--- src/rtl/core/mbe_pkg.sv ---
// Package with shared constants and types for the escape-time pixel core.
`timescale 1ns / 1ps

package mbe_pkg;

  // Default values of the core parameters.
  localparam int unsigned COORD_BITS_DEF = 32;
  localparam int unsigned FRAC_BITS_DEF  = 28;
  localparam int unsigned ITER_BITS_DEF  = 12;
  localparam int unsigned DIM_BITS_DEF   = 12;

  // Fixed field and register widths.
  localparam int unsigned PIX_W      = 12;
  localparam int unsigned COUNT_W    = 12;
  localparam int unsigned GREEN_W    = 8;
  localparam int unsigned CFG_IDX_W  = 3;
  localparam int unsigned CFG_DATA_W = 32;
  localparam int unsigned CENTER_W   = 32;
  localparam int unsigned SCALE_W    = 30;
  localparam int unsigned DIMREG_W   = 13;
  localparam int unsigned MAXIT_W    = 12;
  // Three times the scale needs two more bits than the scale itself.
  localparam int unsigned SPAN_W     = SCALE_W + 2;
  // Divisors are image sizes or the iteration limit, all below 2^13.
  localparam int unsigned DSR_W      = 13;
  localparam int unsigned GREEN_MAX  = 255;

  // Register reset values.
  localparam logic [CENTER_W-1:0] CENTER_RE_RST = 32'hF800_0000;
  localparam logic [CENTER_W-1:0] CENTER_IM_RST = 32'h0000_0000;
  localparam logic [SCALE_W-1:0]  SCALE_RST     = 30'h1000_0000;
  localparam logic [DIMREG_W-1:0] WIDTH_RST     = 13'd640;
  localparam logic [DIMREG_W-1:0] HEIGHT_RST    = 13'd480;
  localparam logic [MAXIT_W-1:0]  MAXIT_RST     = 12'd50;

  typedef enum logic [CFG_IDX_W-1:0] {
    CFG_CENTER_RE = 3'd0,
    CFG_CENTER_IM = 3'd1,
    CFG_SCALE     = 3'd2,
    CFG_WIDTH     = 3'd3,
    CFG_HEIGHT    = 3'd4,
    CFG_MAXIT     = 3'd5
  } cfg_idx_e;

  typedef enum logic [4:0] {
    ST_IDLE  = 5'b00001,
    ST_MAP   = 5'b00010,
    ST_ITER  = 5'b00100,
    ST_GREEN = 5'b01000,
    ST_DONE  = 5'b10000
  } state_e;

endpackage

--- src/rtl/core/mbe_div_cell.sv ---
// One restoring division cell: develops one quotient bit and passes the word on.
`timescale 1ns / 1ps

module mbe_div_cell
  import mbe_pkg::*;
#(
  parameter int unsigned DVD_W = 44
) (
  input  logic                   clk_i,
  input  logic [DSR_W+DVD_W-1:0] word_i,
  input  logic [DSR_W-1:0]       dsr_i,
  output logic [DSR_W+DVD_W-1:0] word_o,
  output logic [DSR_W-1:0]       dsr_o
);

  // The word holds the partial remainder on top and the dividend bits below;
  // quotient bits enter from the bottom as dividend bits leave the top.
  logic [DSR_W-1:0]       rem;
  logic [DVD_W-1:0]       dvd;
  logic [DSR_W:0]         cand;
  logic [DSR_W:0]         diff;
  logic                   qbit;
  logic [DSR_W+DVD_W-1:0] word_d;
  logic [DSR_W+DVD_W-1:0] word_q;
  logic [DSR_W-1:0]       dsr_q;

  always_comb begin
    rem    = word_i[DSR_W+DVD_W-1:DVD_W];
    dvd    = word_i[DVD_W-1:0];
    cand   = {rem, dvd[DVD_W-1]};
    diff   = cand - {1'b0, dsr_i};
    qbit   = (cand >= {1'b0, dsr_i});
    word_d = qbit ? {diff[DSR_W-1:0], dvd[DVD_W-2:0], 1'b1}
                  : {cand[DSR_W-1:0], dvd[DVD_W-2:0], 1'b0};
  end

  always_ff @(posedge clk_i) begin
    word_q <= word_d;
    dsr_q  <= dsr_i;
  end

  assign word_o = word_q;
  assign dsr_o  = dsr_q;

endmodule

--- config.mk ---
export PLATFORM = sky130hd
export DESIGN_NAME = mbe_div_cell
export DESIGN_NICKNAME = d
export VERILOG_FILES = /design/src/rtl/core/mbe_pkg.sv /design/src/rtl/core/mbe_div_cell.sv
export SDC_FILE = /design/constraint.sdc
export NUM_CORES = 1
export LEC_CHECK = 0
export BUFFER_PORTS_ARGS = -buffer_cell sky130_fd_sc_hd__clkbuf_2
export CAP_MARGIN = 20
export CORE_MARGIN = 2
export CORE_UTILIZATION = 44
export CTS_BUF_LIST = sky130_fd_sc_hd__clkbuf_8
export DETAILED_ROUTE_END_ITERATION = 8
export MAX_ROUTING_LAYER = met4
export PLACE_DENSITY_LB_ADDON = 0.3
export SLEW_MARGIN = 20
export SYNTH_ARGS = -nofsm -noshare
export SYNTH_HDL_FRONTEND = slang
export SYNTH_SLANG_ARGS = --single-unit
export TNS_END_PERCENT = 20
--- constraint.sdc ---
create_clock -name clk_i -period 3.1 [get_ports clk_i]
set_input_delay 0.62 -clock clk_i [delete_from_list [all_inputs] [get_ports clk_i]]
set_output_delay 0.62 -clock clk_i [all_outputs]
set_load 0.02 [all_outputs]
==> flow_results.org <==
** Logic synthesis
- Count of flip-flops with a built-in enable after synthesis :: 0
- Summed over all instances, the cell type with the most area after synthesis is dfxtp_1.
- Syn nets :: ~270
- Share of the synthesized area in the top cell type :: slightly above 60%
- Measured against the total synthesized area, the mux share comes to under 10%.
- The most used flip-flop cell after synthesis is dfxtp_1.
- Summing the areas of all compound-gate instances in the mapped netlist gives a little over a tenth of the synthesized area.
- By instance count, the leading cell after synthesis is dfxtp_1.
- Dominant combinational cell family by area after synthesis :: compound AO/OA/AOI/OAI gates
- After Yosys synthesis, and, or, nand and nor cells account for under 10% of the synthesized area.
- Number of standard cells after synthesis :: 188
- Sorting the synthesized cells by how often they occur yields dfxtp_1, inv_1, ha_1, a21oi_1, nand2_1.
- Summing the areas of all fa, ha and maj instances in the mapped netlist gives between 7 and 8% of the synthesized area.
- Counting flops and latches in the post-synthesis netlist gives 70.
- Of the total synthesized cell area, the portion taken by XOR and XNOR cells is 3.035%.
- Post-synthesis instance area :: 2308 um2
- Yosys attributes the largest share of cell area to dfxtp_1, ha_1, mux2_4.
- The netlist uses between 40 and 50 different library cells.
- Fraction of the yosys area taken by sequential cells :: between 60% and 70%
- Share of flip-flops with an asynchronous set or reset after synthesis :: 0%
- Syn Area/Cell :: 12.28 um2
- Yosys warns :: 0

** Finish
- Count of antenna diodes in the layout :: 0
- In the final design database the tool counted between 400 and 500 nets.
- Cell area after layout :: approximately 3300 um2
- Proportion of layout cells with a drive suffix above 1 :: around half
- From synthesis to final layout, the design area changed by 42.87%.

** Power
- Worst vdd ir :: 0.2703 mV
- In this run the power spent charging and discharging nets is approximately 0.60 mW.
- Part of the power in registers :: 46.6%
- The internal power of the cells totals approximately 1.5 mW.
- Power density of the placed cells :: ~650 nW/um2
- Combinational logic is responsible for 20.7% of the overall power.
- Per report_power, the clock group accounts for roughly 33% of the total.
- Static leakage :: roughly 1.7 nW
- Switching Share :: approximately 28%

** STA
- Subtracting the final worst setup slack from the clock period gives between 2 and 3 ns.
- Setup total negative slack on the finished layout was measured at 0 ns.
- Static timing analysis puts the maximum clock frequency at approximately 380 MHz.
- The final max-slew violation count was 0.
- # setup viols final :: 0
- For the pin with the worst max-slew slack, the measured transition is between 0.4 and 0.5 ns.
- Setup repair after global routing left no endpoint under its margin.
- Period utilisation layout :: a little over four fifths
- Tightest slew margin relative to the limit :: 69.77%
- Hold timing on the final database bottoms out at a slack of 0.3806 ns.
- The final-report hold violation count is 0.

** Clock tree
- The H-tree was split into 3 levels.
- TritonCTS built the clock tree.
- Buffers inserted during post-CTS setup optimization :: 0
- The clock passes through at most 2 buffers.
- The tree built by TritonCTS fans out to 70 sinks.
- In this run, CTS created clock tree buffers numbering 9.
- Clock tree root buffer cell :: clkbuf_8
- For this design, the CTS-stage hold fixing added 0 buffers.
- Clock-pin slew was measured on the worst setup and hold paths at around 0.07 ns.
- Post-cts sizing count :: 0

** Detailed routing
- Vias :: 1,849
- DRC Markers :: 0
- For this block, the routed nets add up to roughly 5.3 mm of wire.
- The first detailed-routing pass took 4 iterations.
- In the final routed layout, each cell accounts on average for between 10 and 15 um.
- After detailed routing, the number of vias per cell comes to around 4.4.
- In this run, the number of DRC markers left after iteration 0 of detailed routing was 26.
- In this run the remaining antenna-violating nets after routing total 0.

** Global route
- GRT Overall Usage :: a little under a fifth
- The number of global-route vias before repair came to between 1,500 and 2,000.
- First-pass GRT wire length :: ~8.5 mm
- After global routing the overflow that remains totals 0.
- The number of antenna violations at the first check in global routing is 0.
- Maximum number of pins on one net before global-route repair :: 13

** Placed design
- Total half-perimeter wirelength after legalization and detailed placement :: roughly 4.3 mm
- Routability-driven placement finished with a final weighted congestion of 0.9013.
- Placed inst area :: about 3100 um2
- Buffers placed on the I/O ports in this run total 140.

** Floorplanning
- Die height :: 76.43 um
- The die covers a little under 6000 um2.
- Core area :: about 5100 um2
- For this configuration, the core starts out at a cell density of roughly 45%.
- The initialized floorplan defines 26 standard-cell rows.
- Total I/O pin count :: between 100 and 150
- Die X :: around 76 um

** Run
- Max-cap violations in this run came to 0.

** Critical path
- Data arrival time of the worst path :: about 2.8 ns
- Largest fanout on the critical path :: 10
- The slowest stage of the critical path is the fa_1 cell.
- Crit-path cells :: clkbuf_2 -> inv_1 -> ha_1 -> inv_1 -> fa_1 -> a21oi_1 -> o2111ai_2 -> a2111oi_2 -> or2_1 -> inv_6 -> mux2_4
- The critical path is of the primary input to register type.
- For this run, the slowest stage of the critical path takes 0.40 ns.
- Top cell by count, worst path :: inv_1
- Type of element capturing the critical path :: register
- At the worst endpoint, the required time is between 3 and 4 ns.
- The worst setup path is launched from a primary input.

** Hold path
- The path class of the tightest hold or removal check is primary input to register.
- Along the worst hold path, the cell count comes to 1.
- For hold timing, the worst endpoint is word_o[14].
- Hold wc startpoint :: word_i[13]

** Status
- Result of the run :: complete, no violations
## per-layer routing
metal,track usage (%),wire length (um),vias up
li1,-,-,955
met1,20.39,2182,808
met2,33.19,2640,79
met3,7.464,408,7
met4,5.455,65,0
met5,-,0,-
## cell type report
type                       instances  area (um2)
tap                               70       87.58
multi-input combinational         98       819.5
timing repair buffer             143       723.2
fill                             423        1777
clock buffer                       9       123.9
clock inverter                     7       66.31
sequential                        70        1401
inverter                          19       76.32
## registers in the layout, summed over array words and instances, names as in the netlist
name and flops:
dsr_o 13, word_o 57
## critical path, delay by kind of cell
kind / cells / cell delay [ns]
AOI/OAI and AO/OA: 3 / 0.78
adders and majority gates: 2 / 0.55
muxes: 1 / 0.31
buffers and inverters: 4 / 0.29
and+or+nand+nor: 1 / 0.27
## stage by stage
step / power, mW / worst slack, ns / cells / utilization (%)
4_1_cts: 2.168 / 0.4931 / 416 / 64.99
2_1_floorplan: 1.306 / 0.3037 / 188 / -
6_report: 2.142 / 0.4991 / 416 / 64.99
3_5_place_dp: 1.469 / 0.1444 / 400 / 61.24
5_1_grt: 2.244 / 0.3247 / 416 / 64.99
3_3_place_gp: 1.462 / 0.1938 / 400 / 61.24
## power by group through the flow
stage	clock [mW]	combinational, mW	sequential, mW
after floorplan	0	0.185	1.12
final	0.700	0.444	0.998
after CTS	0.718	0.451	0.999
after global routing	0.757	0.482	1.01
after detailed placement	0	0.449	1.02
after global placement	0	0.444	1.02
## cell usage in the layout, fill, tap and decap left out, types with 4 or more instances in the layout
cell type	n
a21oi_1	9
inv_1	19
nand3_1	4
clkbuf_8	9
mux2_4	8
o21ai_0	5
dfxtp_1	70
ha_1	13
nor3_1	4
nand2_1	9
xnor2_1	4
nor2_1	5
clkbuf_2	140
xor2_1	4
## worst max path at each step
stage,depth (start not counted),startpoint,slack (ns),to
finish,11,word_i[43],0.50,word_o[50]
global route,11,word_i[43],0.32,word_o[46]
detailed placement,11,word_i[43],0.14,word_o[46]
floorplan,11,word_i[43],0.30,word_o[46]
global placement,11,word_i[43],0.19,word_o[50]
CTS,11,word_i[43],0.49,word_o[50]
## kinds of logic (layout without fill, tap and decap cells)
family,Yosys count,count (layout)
adders and majority gates,14,14
and+or+nand+nor,34,34
DFF,70,70
xor gates and xnor gates,8,8
muxes,10,10
buffers and inverters,20,178
AOI/OAI and AO/OA,32,32
(Power assumes the default switching activity.)
